**src/rtl/pfe_pkg.sv**
```systemverilog
`default_nettype none

package pfe_pkg;

    localparam int unsigned LETTER_COUNT = 26;
    localparam int unsigned CELL_COUNT   = 25;
    localparam int unsigned LETTER_W     = 5;

    localparam logic [LETTER_W-1:0] LET_I = 5'd8;
    localparam logic [LETTER_W-1:0] LET_J = 5'd9;

    typedef enum logic [1:0] {
        OP_CLEAR   = 2'd0,
        OP_ADD_KEY = 2'd1,
        OP_FINISH  = 2'd2,
        OP_ENCRYPT = 2'd3
    } pfe_op_t;

    typedef enum logic [1:0] {
        ST_OK        = 2'd0,
        ST_REJECT    = 2'd1,
        ST_NOT_READY = 2'd2
    } pfe_status_t;

    // what the result register takes in a given cycle
    typedef enum logic [2:0] {
        RES_HOLD,
        RES_ZERO,
        RES_REJECT,
        RES_NOT_READY,
        RES_CIPHER
    } pfe_res_t;

    typedef struct packed {
        logic     load_in;
        logic     clear;
        logic     add_key;
        logic     walk_start;
        logic     walk_step;
        logic     pos_rd;
        logic     cell_rd;
        pfe_res_t res_sel;
        logic     load_out;
    } pfe_cmd_t;

    typedef struct packed {
        pfe_op_t op;
        logic    ready;
        logic    range_bad;
        logic    same_cell;
        logic    walk_last;
        logic    out_free;
    } pfe_stat_t;

    // row of a cell index 0..24
    function automatic logic [2:0] pfe_row(input logic [4:0] pos);
        logic [2:0] row;
        if (pos >= 5'd20) begin
            row = 3'd4;
        end else if (pos >= 5'd15) begin
            row = 3'd3;
        end else if (pos >= 5'd10) begin
            row = 3'd2;
        end else if (pos >= 5'd5) begin
            row = 3'd1;
        end else begin
            row = 3'd0;
        end
        return row;
    endfunction

    function automatic logic [2:0] pfe_col(input logic [4:0] pos, input logic [2:0] row);
        logic [4:0] diff;
        diff = pos - {row, 2'b00} - {2'b00, row};
        return diff[2:0];
    endfunction

    function automatic logic [2:0] pfe_inc5(input logic [2:0] x);
        return (x == 3'd4) ? 3'd0 : x + 3'd1;
    endfunction

    function automatic logic [4:0] pfe_cell(input logic [2:0] row, input logic [2:0] col);
        return {row, 2'b00} + {2'b00, row} + {2'b00, col};
    endfunction

endpackage

`default_nettype wire

```
**src/rtl/pfe_ctrl.sv**
```systemverilog
`default_nettype none

module pfe_ctrl (
    input  wire logic              aclk,
    input  wire logic              aresetn,
    input  wire logic              s_tvalid,
    output logic                   s_tready,
    input  wire pfe_pkg::pfe_stat_t stat,
    output pfe_pkg::pfe_cmd_t      cmd
);
    import pfe_pkg::*;

    typedef enum logic [2:0] {
        S_IDLE,
        S_DECODE,
        S_WALK,
        S_POS,
        S_CELL,
        S_PUSH
    } state_t;

    state_t state_reg, state_next;
    logic   tready_reg, tready_next;

    assign s_tready = tready_reg;

    always_comb begin
        state_next  = state_reg;
        tready_next = tready_reg;
        cmd         = '0;
        cmd.res_sel = RES_HOLD;
        unique case (state_reg)
            S_IDLE: begin
                if (s_tvalid && tready_reg) begin
                    cmd.load_in = 1'b1;
                    tready_next = 1'b0;
                    state_next  = S_DECODE;
                end
            end
            S_DECODE: begin
                unique case (stat.op)
                    OP_CLEAR: begin
                        cmd.clear   = 1'b1;
                        cmd.res_sel = RES_ZERO;
                        state_next  = S_PUSH;
                    end
                    OP_ADD_KEY: begin
                        cmd.add_key = 1'b1;
                        cmd.res_sel = RES_ZERO;
                        state_next  = S_PUSH;
                    end
                    OP_FINISH: begin
                        cmd.walk_start = 1'b1;
                        state_next     = S_WALK;
                    end
                    OP_ENCRYPT: begin
                        priority if (!stat.ready) begin
                            cmd.res_sel = RES_NOT_READY;
                            state_next  = S_PUSH;
                        end else if (stat.range_bad) begin
                            cmd.res_sel = RES_REJECT;
                            state_next  = S_PUSH;
                        end else begin
                            cmd.pos_rd = 1'b1;
                            state_next = S_POS;
                        end
                    end
                    default: state_next = S_PUSH;
                endcase
            end
            S_WALK: begin
                cmd.walk_step = 1'b1;
                if (stat.walk_last) begin
                    cmd.res_sel = RES_ZERO;
                    state_next  = S_PUSH;
                end
            end
            S_POS: begin
                if (stat.same_cell) begin
                    cmd.res_sel = RES_REJECT;
                    state_next  = S_PUSH;
                end else begin
                    cmd.cell_rd = 1'b1;
                    state_next  = S_CELL;
                end
            end
            S_CELL: begin
                cmd.res_sel = RES_CIPHER;
                state_next  = S_PUSH;
            end
            S_PUSH: begin
                if (stat.out_free) begin
                    cmd.load_out = 1'b1;
                    tready_next  = 1'b1;
                    state_next   = S_IDLE;
                end
            end
            default: state_next = S_IDLE;
        endcase
    end

    always_ff @(posedge aclk) begin
        if (!aresetn) begin
            state_reg  <= S_IDLE;
            tready_reg <= 1'b1;
        end else begin
            state_reg  <= state_next;
            tready_reg <= tready_next;
        end
    end

endmodule

`default_nettype wire

```
**src/rtl/pfe_dpath.sv**
```systemverilog
`default_nettype none

module pfe_dpath (
    input  wire logic              aclk,
    input  wire logic              aresetn,
    input  wire logic [1:0]        in_op,
    input  wire logic [4:0]        in_a,
    input  wire logic [4:0]        in_b,
    input  wire pfe_pkg::pfe_cmd_t cmd,
    output pfe_pkg::pfe_stat_t     stat,
    input  wire logic              m_tready,
    output logic                   m_tvalid,
    output logic [15:0]            m_tdata,
    output logic [1:0]             m_tuser
);
    import pfe_pkg::*;

    // request registers
    pfe_op_t             op_reg;
    logic [LETTER_W-1:0] a_reg;
    logic [LETTER_W-1:0] b_reg;

    // square state
    logic [LETTER_W-1:0] pos_mem  [LETTER_COUNT];
    logic [LETTER_W-1:0] cell_mem [CELL_COUNT];
    logic [LETTER_COUNT-1:0] vld_reg;
    logic [4:0]          fill_reg;
    logic                ready_reg;
    logic [4:0]          pos_i_reg;
    logic [4:0]          walk_reg;

    // encrypt pipeline
    logic [4:0]          pa_reg, pb_reg;
    logic [LETTER_W-1:0] ca_reg, cb_reg;

    // result and output
    logic [LETTER_W-1:0] res_a_reg, res_b_reg;
    pfe_status_t         res_st_reg;
    logic                m_tvalid_reg;
    logic [15:0]         m_tdata_reg;
    logic [1:0]          m_tuser_reg;

    logic [LETTER_W-1:0] key_letter, place_letter, pos_wa;
    logic [4:0]          pos_wd;
    logic                place_ok, place_en, walk_j, pos_we;
    logic [2:0]          ra, rb, ka, kb;
    logic [4:0]          qa, qb;
    logic                out_free;

    assign key_letter   = (a_reg == LET_J) ? LET_I : a_reg;
    assign place_letter = cmd.add_key ? key_letter : walk_reg;
    assign place_ok     = (place_letter < 5'(LETTER_COUNT)) && (fill_reg < 5'(CELL_COUNT))
                          && !vld_reg[place_letter];
    assign walk_j       = cmd.walk_step && (walk_reg == LET_J);
    assign place_en     = (cmd.add_key || (cmd.walk_step && walk_reg != LET_J)) && place_ok;
    assign pos_we       = place_en || walk_j;
    assign pos_wa       = walk_j ? LET_J : place_letter;
    assign pos_wd       = walk_j ? pos_i_reg : fill_reg;

    // Playfair substitution on the two looked-up cells
    always_comb begin
        ra = pfe_row(pa_reg);
        rb = pfe_row(pb_reg);
        ka = pfe_col(pa_reg, ra);
        kb = pfe_col(pb_reg, rb);
        priority if (ra == rb) begin
            qa = pfe_cell(ra, pfe_inc5(ka));
            qb = pfe_cell(rb, pfe_inc5(kb));
        end else if (ka == kb) begin
            qa = pfe_cell(pfe_inc5(ra), ka);
            qb = pfe_cell(pfe_inc5(rb), kb);
        end else begin
            qa = pfe_cell(ra, kb);
            qb = pfe_cell(rb, ka);
        end
    end

    assign out_free = !m_tvalid_reg || m_tready;

    assign stat.op        = op_reg;
    assign stat.ready     = ready_reg;
    assign stat.range_bad = (a_reg >= 5'(LETTER_COUNT)) || (b_reg >= 5'(LETTER_COUNT));
    assign stat.same_cell = (pa_reg == pb_reg);
    assign stat.walk_last = (walk_reg == 5'(LETTER_COUNT - 1));
    assign stat.out_free  = out_free;

    assign m_tvalid = m_tvalid_reg;
    assign m_tdata  = m_tdata_reg;
    assign m_tuser  = m_tuser_reg;

    // memories
    always_ff @(posedge aclk) begin
        if (pos_we) begin
            pos_mem[pos_wa] <= pos_wd;
        end
        if (cmd.pos_rd) begin
            pa_reg <= pos_mem[a_reg];
            pb_reg <= pos_mem[b_reg];
        end
    end

    always_ff @(posedge aclk) begin
        if (place_en) begin
            cell_mem[fill_reg] <= place_letter;
        end
        if (cmd.cell_rd) begin
            ca_reg <= cell_mem[qa];
            cb_reg <= cell_mem[qb];
        end
    end

    // payload registers
    always_ff @(posedge aclk) begin
        if (cmd.load_in) begin
            op_reg <= pfe_op_t'(in_op);
            a_reg  <= in_a;
            b_reg  <= in_b;
        end
        if (place_en && place_letter == LET_I) begin
            pos_i_reg <= fill_reg;
        end
        if (cmd.walk_start) begin
            walk_reg <= '0;
        end else if (cmd.walk_step) begin
            walk_reg <= walk_reg + 5'd1;
        end
        unique case (cmd.res_sel)
            RES_HOLD: ;
            RES_ZERO: begin
                res_a_reg  <= '0;
                res_b_reg  <= '0;
                res_st_reg <= ST_OK;
            end
            RES_REJECT: begin
                res_a_reg  <= '0;
                res_b_reg  <= '0;
                res_st_reg <= ST_REJECT;
            end
            RES_NOT_READY: begin
                res_a_reg  <= '0;
                res_b_reg  <= '0;
                res_st_reg <= ST_NOT_READY;
            end
            RES_CIPHER: begin
                res_a_reg  <= ca_reg;
                res_b_reg  <= cb_reg;
                res_st_reg <= ST_OK;
            end
            default: ;
        endcase
        if (cmd.load_out) begin
            m_tdata_reg <= {6'b0, res_b_reg, res_a_reg};
            m_tuser_reg <= res_st_reg;
        end
    end

    // control state
    always_ff @(posedge aclk) begin
        if (!aresetn) begin
            vld_reg      <= '0;
            fill_reg     <= '0;
            ready_reg    <= 1'b0;
            m_tvalid_reg <= 1'b0;
        end else begin
            if (cmd.clear) begin
                vld_reg   <= '0;
                fill_reg  <= '0;
                ready_reg <= 1'b0;
            end else begin
                if (pos_we) begin
                    vld_reg[pos_wa] <= 1'b1;
                end
                if (place_en) begin
                    fill_reg <= fill_reg + 5'd1;
                end
                if (cmd.walk_step && stat.walk_last) begin
                    ready_reg <= 1'b1;
                end
            end
            if (cmd.load_out) begin
                m_tvalid_reg <= 1'b1;
            end else if (m_tready) begin
                m_tvalid_reg <= 1'b0;
            end
        end
    end

endmodule

`default_nettype wire

```
**src/rtl/playfair_digraph_encrypt.sv**
```systemverilog
`default_nettype none
// Playfair digraph encryptor: builds a 5x5 key square, then encrypts letter pairs.
// Input stream: s_tuser carries the command (clear, add key letter, finish, encrypt),
// s_tdata the two letters (0=A .. 25=Z). Every request yields exactly one result on
// the m_ stream: two cipher letters in m_tdata and a status code in m_tuser
// (ok, pair rejected, square not finished).
// Encrypt steps through position lookup, cell lookup, result and push. Finish takes
// longest because the fill sequencer walks all 26 letters one a cycle through the
// single position write port.
// One request is in flight at a time; the next is taken once the result sits in
// the output register, even while the receiver has not yet taken it.
// Reset empties the square (all letters absent, no cells filled, not finished)
// and drops any pending result. A stalled receiver holds the result in the
// output register; the block then finishes at most one more request and waits
// with s_tready low until the output register frees up.
module playfair_digraph_encrypt (
    input  wire logic        aclk,
    input  wire logic        aresetn,
    input  wire logic        s_tvalid,
    output logic             s_tready,
    input  wire logic [15:0] s_tdata,   // [4:0] letter_a, [9:5] letter_b, rest zero
    input  wire logic [1:0]  s_tuser,   // [1:0] cmd
    output logic             m_tvalid,
    input  wire logic        m_tready,
    output logic [15:0]      m_tdata,   // [4:0] cipher_a, [9:5] cipher_b, rest zero
    output logic [1:0]       m_tuser    // [1:0] status
);
    import pfe_pkg::*;

    pfe_cmd_t  cmd;
    pfe_stat_t stat;

    // sequence each request: decode, walk or lookups, push to output
    pfe_ctrl u_ctrl (
        .aclk     (aclk),
        .aresetn  (aresetn),
        .s_tvalid (s_tvalid),
        .s_tready (s_tready),
        .stat     (stat),
        .cmd      (cmd)
    );

    // hold the square, position table and output register
    pfe_dpath u_dpath (
        .aclk     (aclk),
        .aresetn  (aresetn),
        .in_op    (s_tuser),
        .in_a     (s_tdata[4:0]),
        .in_b     (s_tdata[9:5]),
        .cmd      (cmd),
        .stat     (stat),
        .m_tready (m_tready),
        .m_tvalid (m_tvalid),
        .m_tdata  (m_tdata),
        .m_tuser  (m_tuser)
    );

endmodule

`default_nettype wire

```
**config.mk**
```make
export PLATFORM = sky130hd
export DESIGN_NAME = playfair_digraph_encrypt
export DESIGN_NICKNAME = d
export VERILOG_FILES = /design/src/rtl/pfe_pkg.sv /design/src/rtl/pfe_ctrl.sv /design/src/rtl/pfe_dpath.sv /design/src/rtl/playfair_digraph_encrypt.sv
export SDC_FILE = /design/constraint.sdc
export NUM_CORES = 1
export LEC_CHECK = 0
export BUFFER_PORTS_ARGS = -buffer_cell sky130_fd_sc_hd__buf_4
export CAP_MARGIN = 0
export CELL_PAD_IN_SITES_DETAIL_PLACEMENT = 1
export CELL_PAD_IN_SITES_GLOBAL_PLACEMENT = 1
export CORE_MARGIN = 4
export CORE_UTILIZATION = 31
export CTS_CLUSTER_SIZE = 25
export DETAILED_ROUTE_END_ITERATION = 16
export PLACE_DENSITY_LB_ADDON = 0.1
export SLEW_MARGIN = 0
export SYNTH_ARGS = -nofsm -noshare
export SYNTH_HDL_FRONTEND = slang
export SYNTH_SLANG_ARGS = --single-unit
```
**constraint.sdc**
```tcl
create_clock -name aclk -period 8.06 [get_ports aclk]
set_clock_uncertainty 0.2 [all_clocks]
set_input_delay 1.612 -clock aclk [delete_from_list [all_inputs] [get_ports aclk]]
set_output_delay 1.612 -clock aclk [all_outputs]
set_load 0.02 [all_outputs]
```
==> summary.txt, run 1 <==
Clocking
  • Max H-tree Level: 2
  • Setup Fix Bufs, Post-CTS: 0
  • Gates resized, CTS repair: 0
  • Clock Pin Slew Worst Setup and Hold Paths: 60 ps
  • Clock tree sinks: 358
  • Max clock buf depth: 3
  • Clock latency on the worst-skew pair: 570 ps
  • TritonCTS Buffers: 42
  • Hold buffers post-CTS: 0
  • CTS Root Cell: clkbuf_16
  • TritonCTS clock tree: built

Critical path
  • Setup crit start: u_dpath.pa_reg[1]
  • Worst path slowest cell: nor4bb_1
  • Crit Path Max Fanout: 10
  • WP buf/inv: 6
  • Worst path top cell family by delay: simple AND/OR/NAND/NOR gates
  • CP peak stage delay: 670 ps
  • Worst path arrival time: 7470 ps
  • Crit Path Category: register to register
  • Critical path required time: 8120 ps
  • Worst reg2reg path startpoint: u_dpath.pa_reg[1]
  • CP endpoint kind: register
  • Reg2reg setup slack: 650 ps
  • Crit path launch type: register

Pwr
  • Internal power: 3.37 mW
  • Logic pwr share: 10.7%
  • Net Sw Power: 1.15 mW
  • Clock power share: 41.7%
  • Peak VDD IR: 0.000126 V
  • Switching Fraction: 25.5%
  • Leak: 7.66 nW
  • PD cells: 210 mW/mm^2
  • Sequential share of power: 47.6%

Timing
  • Slew Limit Fails: 0
  • F_max: 135 MHz
  • Tcrit/Tclk final: 92.0%
  • Setup TNS: 0 ps
  • Min Tclk post-route: 7410 ps
  • Final hold violation count: 0
  • Rel. slew slack: 27.0%
  • Worst Max-Slew Pin Slew: 1090 ps
  • Min Hold Slack: 220 ps
  • Final setup vio count: 0
  • RSZ-0062 raised after global routing: no

Cells and area
  • Fraction of layout cells with a size suffix above 1: 15.8%
  • Area Growth Syn to Fin: 13.3%
  • Nets: 1,601
  • Max reg flops: 130
  • FILL cells: 6,358
  • Diodes inserted: 0

Placed design
  • GPL Wtd Cong: 0.808
  • Dpl hpwl: 41,900 um
  • Port buffer count: 29

Synthesis
  • Syn Area/Cell: 12.7 sq um
  • Count leader, synth: edfxtp_1
  • Post-Syn Area: 0.0190 sq mm
  • Seq/Total Area, Yosys: 54.4%
  • Post-synthesis cell type count: 89
  • YS warnings: 0
  • Most frequent cells after synthesis: edfxtp_1 (316), mux2i_1 (181), nand2_1 (87)
  • Top_reg_cell synth: edfxtp_1
  • Async SR Flop Fraction: 0%
  • Cell taking the most area after synthesis: edfxtp_1
  • Top-area cell type share of the netlist area: 49.9%
  • Seq cells post-synth: 358
  • Synth area leaders: edfxtp_1 (50%), mux2i_1 (9.5%), mux4_2 (5.0%)
  • Post-synthesis cell count: 1,491
  • Number of flops mapped to enable cells by yosys: 316

Global route
  • Number of global-route vias before repair: 12.9k
  • Antenna violations before repair: 0
  • Largest net degree at the start of global routing: 37
  • Grt total ovfl: 0
  • All-Layer GR Usage: 17.7%
  • First-pass GRT wire length: 87,600 um

Routing
  • DRT Pass-1 Iters: 5
  • Via count: 12.6k
  • Residual DRC count: 0
  • DR WL/cell: 25.1 um
  • Routed WL: 58,800 um
  • Initial DRC Count: 867
  • Vias/cell: 5.39
  • Post-DRT Antenna Nets: 0

Outcome
  • Status: finished clean

Floorplan
  • Total core area: 0.0605 sq mm
  • Die H: 256 um
  • DIE AREA: 0.0653 sq mm
  • Initial Utilization: 31.4%
  • Die Wd: 256 um
  • Row cnt: 90
  • I/O pin cnt: 42

Hold path
  • Start point of the worst hold path: u_dpath.res_b_reg[1]
  • HP Class: register to register

Flow run
  • Max cap viols: 0
-- path summary, 6_finish.rpt --
path                                           end  cells past startpoint
worst max-delay path             u_dpath.ca_reg[1]                     25
worst min-delay path            u_dpath.m_tdata[6]                      0
worst max register to register   u_dpath.ca_reg[1]                     25
worst min register to register  u_dpath.m_tdata[6]                      0
-- layout make-up --
cell class                 instances  area [sq um]  area share (%)
clock buffer                      53          1120            5.22
clock inverter                    22           214           0.994
inverter                          44           170           0.791
multi-input combinational       1007          8110            37.7
sequential                       358         10300            48.0
tap                              782           978            4.55
timing repair buffer              76           596            2.77
-- layout by cell type (no fill, tap or decap), types with 11 or more instances in the layout --
cell | netlist | final
clkinv_2 | 0 | 11
mux2i_1 | 181 | 181
o21ai_0 | 41 | 41
a31oi_1 | 12 | 11
nor2_1 | 75 | 75
inv_1 | 41 | 41
nand3_1 | 35 | 35
o21a_1 | 29 | 29
xnor2_1 | 12 | 12
nand2_1 | 87 | 87
mux4_2 | 42 | 42
a21oi_1 | 65 | 65
o221ai_1 | 15 | 15
xor2_1 | 15 | 15
nor2b_1 | 24 | 24
o31ai_1 | 13 | 13
edfxtp_1 | 316 | 316
dfxtp_1 | 42 | 42
o22ai_1 | 36 | 36
and2_1 | 25 | 25
a211oi_1 | 12 | 12
nor3_1 | 15 | 15
clkbuf_16 | 0 | 43
ha_1 | 40 | 40
mux2_2 | 26 | 26
buf_4 | 12 | 74
o211ai_1 | 13 | 13
and3_1 | 41 | 41
-- cells by family (layout without fill, tap and decap cells) --
kind of cell | count (synthesis) | in the layout | synth area share [%]
compound gates | 306 | 306 | 10.9
xor+xnor | 28 | 28 | 1.33
other cells | 1 | 6 | 0.0197
simple gates | 366 | 366 | 10.3
flops | 358 | 358 | 54.4
fa+ha+maj | 50 | 50 | 3.69
mux | 251 | 251 | 16.2
buf+inv | 131 | 195 | 3.12
-- through the flow --
step	total power, mW	instances	utilization (%)	worst slack [ps]	instance area [sq um]
final	4.52	2342	35.6	646	21500
after global routing	4.70	2342	35.6	142	21500
after CTS	4.58	2342	35.6	591	21500
after detailed placement	2.68	2267	33.4	607	20200
after global placement	2.67	2267	33.4	784	20200
after floorplan	2.48	1496	-	2260	19000
-- power by group through the flow --
stage,Combinational [mW],Clock [mW],Sequential [mW]
5_1_grt,0.526,2.01,2.16
3_5_place_dp,0.489,0,2.19
4_1_cts,0.490,1.94,2.15
2_1_floorplan,0.304,0,2.17
6_report,0.482,1.88,2.15
3_3_place_gp,0.484,0,2.19
-- layer usage --
metal | share of wire, % | routed length [um] | vias to the layer above | GRT usage (%)
met5 | 0 | 0 | - | 0
met4 | 1.5 | 874 | 0 | 3.50
met3 | 4.2 | 2460 | 56 | 2.79
met2 | 46 | 26800 | 223 | 27.9
met1 | 49 | 28700 | 6528 | 26.0
li1 | - | - | 5807 | -
Power figures use the tool's default switching activity.
==> run 2, diff against run 1 <==
--- a/config.mk
+++ b/config.mk
@@ -9,6 +9,7 @@
 export CAP_MARGIN = 0
 export CELL_PAD_IN_SITES_DETAIL_PLACEMENT = 1
 export CELL_PAD_IN_SITES_GLOBAL_PLACEMENT = 1
+export CORE_ASPECT_RATIO = 1.2
 export CORE_MARGIN = 4
 export CORE_UTILIZATION = 31
 export CTS_CLUSTER_SIZE = 25
==> summary.txt, run 2 (same netlist as run 1, synthesis figures left out) <==
Timing
  • Final setup vio count: 0
  • Rel. slew slack: 26.1%
  • Tcrit/Tclk final: 87.5%
  • Setup slack after layout: 1000 ps
  • F_max: 142 MHz
  • Min Hold Slack: 220 ps
  • Worst Max-Slew Pin Slew: 1100 ps
  • RSZ-0062 raised after global routing: no
  • Slew Limit Fails: 0
  • Final hold violation count: 0
  • Min Tclk post-route: 7060 ps
  • Setup TNS: 0 ps

Critical path
  • Crit path launch type: register
  • Crit Path Category: register to register
  • Worst path arrival time: 7220 ps
  • Worst reg2reg path startpoint: u_dpath.pa_reg[1]
  • Critical path required time: 8220 ps
  • R2R cell count: 24
  • Crit Path Max Fanout: 15
  • Reg2reg setup slack: 1000 ps
  • Crit path to: u_dpath.ca_reg[4]
  • Setup crit start: u_dpath.pa_reg[1]
  • Worst R2R End: u_dpath.ca_reg[4]
  • CP endpoint kind: register

Hold path
  • HP Class: register to register

Floorplan
  • Die Wd: 234 um
  • Initial Utilization: 31.3%
  • Total core area: 0.0607 sq mm
  • I/O pin cnt: 42
  • Die H: 279 um
  • DIE AREA: 0.0653 sq mm
  • Row cnt: 99

Clocking
  • TritonCTS clock tree: built
  • Clock tree sinks: 358
  • Hold buffers post-CTS: 0
  • CTS Root Cell: clkbuf_16
  • Setup Fix Bufs, Post-CTS: 0
  • Clock Pin Slew Worst Setup and Hold Paths: 60 ps
  • Gates resized, CTS repair: 0
  • Max H-tree Level: 2
  • Clock latency on the worst-skew pair: 580 ps
  • TritonCTS Buffers: 42
  • Max clock buf depth: 3

Routing
  • DR WL/cell: 25.2 um
  • Via count: 12.5k
  • Initial DRC Count: 606
  • Vias/cell: 5.31
  • Metal2 WL: 30,500 um
  • Routed WL: 59,300 um
  • Top sig layer: met5
  • Residual DRC count: 0
  • DRT Pass-1 Iters: 4
  • Met1 Routed Length: 24,400 um
  • Routed met3 length: 1730 um
  • Post-DRT Antenna Nets: 0

Pwr
  • Leak: 7.59 nW
  • Peak VDD IR: 0.000185 V
  • PD cells: 210 mW/mm^2

Global route
  • All-Layer GR Usage: 18.2%
  • Antenna violations before repair: 2
  • Largest net degree at the start of global routing: 46
  • Number of global-route vias before repair: 13.6k
  • Grt total ovfl: 0
  • First-pass GRT wire length: 88,200 um

Placed design
  • Port buffer count: 29
  • GPL Wtd Cong: 0.845
  • Placed cells: 2,279
  • Place WS: 951 ps
  • Dpl hpwl: 42,200 um

Cells and area
  • Fraction of layout cells with a size suffix above 1: 15.1%
  • FILL cells: 6,476
  • Multi-input gate area: 0.00812 sq mm
  • FF+latch area: 0.0103 sq mm
  • Area Growth Syn to Fin: 12.9%
  • Finished Layout Cells: 2,356
  • Most frequent cells in the layout: edfxtp_1 (316), mux2i_1 (181), nand2_1 (87)
  • Commonest non-fill, non-tap cell in the layout: edfxtp_1
  • Diodes inserted: 0
  • Max reg flops: 130
  • Post-layout util: 35.3%
  • Nets: 1,588

Flow run
  • Max cap viols: 0

Outcome
  • Status: finished clean
## run 2: cell count changes in the layout (fill, tap and decap cells not counted), sizes merged
cell	change
clkinv	+2
buf	-14
bufinv	-2
clkinvlp	-1
clkbuf	+3
## run 2: how the worst min path moves through the flow
stage,from,endpoint,slack (ps),cells past startpoint
floorplan,u_dpath.res_a_reg[0],u_dpath.m_tdata[0],200,0
finish,u_dpath.res_a_reg[1],u_dpath.m_tdata[1],220,0
detailed placement,u_dpath.res_a_reg[1],u_dpath.m_tdata[1],210,0
CTS,u_dpath.res_a_reg[1],u_dpath.m_tdata[1],220,0
global placement,u_dpath.res_a_reg[1],u_dpath.m_tdata[1],200,0
global route,u_dpath.res_a_reg[2],u_dpath.m_tdata[2],220,0
## run 2: per-layer routing
metal / GRT usage, % / up-vias
li1: - / 5788
met1: 21.5 / 6395
met3: 2.88 / 120
met2: 32.6 / 200
met5: 0 / -
met4: 7.51 / 4
## run 2: area by class of cell
| type | instances | share of cell area, % |
|---|---|---|
| Tap cell | 808 | 4.71 |
| Clock buffer | 55 | 5.41 |
| Multi-Input combinational cell | 1007 | 37.9 |
| Inverter | 44 | 0.793 |
| Timing Repair Buffer | 63 | 2.20 |
| Clock inverter | 21 | 0.863 |
| Sequential cell | 358 | 48.2 |
## run 2: power by group
group          internal, mW  leakage (nW)  switching (mW)  total, mW
Clock                  1.08         0.655           0.783       1.87
Sequential             2.11          3.04          0.0392       2.15
Combinational         0.142          3.89           0.340      0.482
## run 2: worst max-delay path, cell delays in order, from the launching register on
cell and delay (ps):
edfxtp_1 540, nand2b_1 240, a22oi_1 290, and2_1 310, inv_1 130, and2_1 260, ha_1 320, inv_1 70
ha_1 130, nor2_1 50, fa_1 430, or4_1 540, and3_4 220, clkinv_4 100, a21oi_1 80, ha_1 230
inv_1 70, fa_1 590, nor2_1 220, a31o_2 500, buf_4 370, nand2_1 80, and3_1 170, o21ai_0 330
nor4bb_1 340
## run 2: stage by stage
step           power [mW]  cell area (sq um)
6_report             4.50              21500
3_5_place_dp         2.68              20100
2_1_floorplan        2.48              19000
4_1_cts              4.57              21400
3_3_place_gp         2.68              20100
5_1_grt              4.69              21500
==> run 3, diff against run 2 <==
--- a/config.mk
+++ b/config.mk
@@ -14,8 +14,9 @@
 export CORE_UTILIZATION = 31
 export CTS_CLUSTER_SIZE = 25
 export DETAILED_ROUTE_END_ITERATION = 16
-export PLACE_DENSITY_LB_ADDON = 0.1
+export PLACE_DENSITY = 0.54
 export SLEW_MARGIN = 0
 export SYNTH_ARGS = -nofsm -noshare
 export SYNTH_HDL_FRONTEND = slang
 export SYNTH_SLANG_ARGS = --single-unit
+export TNS_END_PERCENT = 10
==> summary.txt, run 3 (same netlist as run 1, synthesis figures left out) <==
Outcome
  • Status: finished clean

Clocking
  • Max clock buf depth: 3
  • Setup Fix Bufs, Post-CTS: 0
  • TritonCTS clock tree: built
  • Max H-tree Level: 2
  • Hold buffers post-CTS: 0
  • TritonCTS Buffers: 41
  • Clock tree sinks: 358
  • Clock Pin Slew Worst Setup and Hold Paths: 60 ps
  • Clock latency on the worst-skew pair: 560 ps
  • CTS Root Cell: clkbuf_16
  • Gates resized, CTS repair: 0

Global route
  • Number of global-route vias before repair: 13.5k
  • All-Layer GR Usage: 17.7%
  • First-pass GRT wire length: 86,500 um
  • Grt total ovfl: 0
  • Largest net degree at the start of global routing: 39
  • Antenna violations before repair: 1

Critical path
  • Crit. path cell count: 24
  • Critical path required time: 8200 ps
  • Crit Path Category: register to register
  • WP buf/inv: 5
  • Worst path arrival time: 7310 ps
  • Critical path cell sequence: nand2b_1 > a22oi_1 > and2_1 > inv_1 > and2_1 > ha_1 > inv_1 > ha_1 > nor2_1 > fa_1 > nand3_1 > o311a_1 > and3_4 > clkinv_4 > fa_1 > inv_1 > fa_1 > nor3_1 > mux2i_1 > and2_1 > buf_4 > mux2i_1 > o22ai_1 > nor4bb_1
  • Worst path top cell family by delay: simple AND/OR/NAND/NOR gates
  • CP endpoint kind: register
  • Worst path slowest cell: fa_1
  • CP peak stage delay: 590 ps
  • Crit path launch type: register
  • Crit Path Max Fanout: 9
  • R2R cell count: 24

Timing
  • Min Tclk post-route: 7170 ps
  • Worst Max-Slew Pin Slew: 1150 ps
  • Setup slack after layout: 888 ps
  • Setup TNS: 0 ps
  • Final hold violation count: 0
  • Min Hold Slack: 217 ps
  • Tcrit/Tclk final: 89.0%
  • Slew Limit Fails: 0
  • RSZ-0062 raised after global routing: no
  • F_max: 139 MHz
  • Final setup vio count: 0
  • Rel. slew slack: 23.4%

Floorplan
  • Die Wd: 234 um
  • Initial Utilization: 31.3%
  • DIE AREA: 0.0653 sq mm
  • Die H: 279 um
  • Row cnt: 99
  • I/O pin cnt: 42
  • Total core area: 0.0607 sq mm

Cells and area
  • Nets: 1,586
  • Commonest non-fill, non-tap cell in the layout: edfxtp_1
  • Post-layout util: 35.3%
  • Max reg flops: 130
  • Diodes inserted: 0
  • Fraction of layout cells with a size suffix above 1: 14.7%
  • Most frequent cells in the layout: edfxtp_1 (316), mux2i_1 (181), nand2_1 (87)
  • Finished Layout Cells: 2,352
  • Post-route design area: 0.0214 sq mm
  • Area Growth Syn to Fin: 12.7%

Routing
  • Via count: 12.6k
  • Post-DRT Antenna Nets: 0
  • Initial DRC Count: 643
  • Vias/cell: 5.34
  • Routed WL: 58,100 um
  • Residual DRC count: 0
  • DRT Pass-1 Iters: 5
  • DR WL/cell: 24.7 um

Placed design
  • DP Area: 0.0201 sq mm
  • Dpl hpwl: 40,300 um
  • Port buffer count: 29
  • Placed cells: 2,278
  • Place WS: 871 ps
  • GPL Wtd Cong: 0.815

Pwr
  • Peak VDD IR: 0.000133 V
  • Total power: 4.51 mW
  • Leak: 7.57 nW
  • PD cells: 210 mW/mm^2

Hold path
  • HP Class: register to register
  • Cells on Worst Hold Path: 0

Flow run
  • Max cap viols: 0
[run 3: changes by cell type in the layout (fill, tap and decap cells not counted), sizes merged]
cell	change
bufinv	+3
clkbuf	-5
clkinv	-5
inv	+3
[run 3: final cells by class]
class                      count  area (sq um)
inverter                      44           170
tap                          808          1010
clock inverter                22           243
timing repair buffer          62           463
fill                        6518         39300
multi-input combinational   1007          8110
clock buffer                  51          1080
sequential                   358         10300
[run 3: worst paths after layout]
path,start,endpoint,slack [ps]
max,u_dpath.pa_reg[1],u_dpath.ca_reg[1],890
min,u_dpath.res_a_reg[4],u_dpath.m_tdata[4],220
max reg2reg,u_dpath.pa_reg[1],u_dpath.ca_reg[1],890
min reg2reg,u_dpath.res_a_reg[4],u_dpath.m_tdata[4],220
[run 3: routing by layer]
| metal | vias to the layer above | global-route usage [%] | share of wire, % |
|---|---|---|---|
| met4 | 2 | 7.07 | 4.2 |
| li1 | 5787 | - | - |
| met3 | 112 | 2.77 | 3.6 |
| met2 | 233 | 30.8 | 50 |
| met5 | - | 0 | 0.022 |
| met1 | 6436 | 21.8 | 42 |
[run 3: power breakdown]
group          internal, mW  switching (mW)
combinational         0.142           0.332
sequential             2.11          0.0455
clock                  1.11           0.761
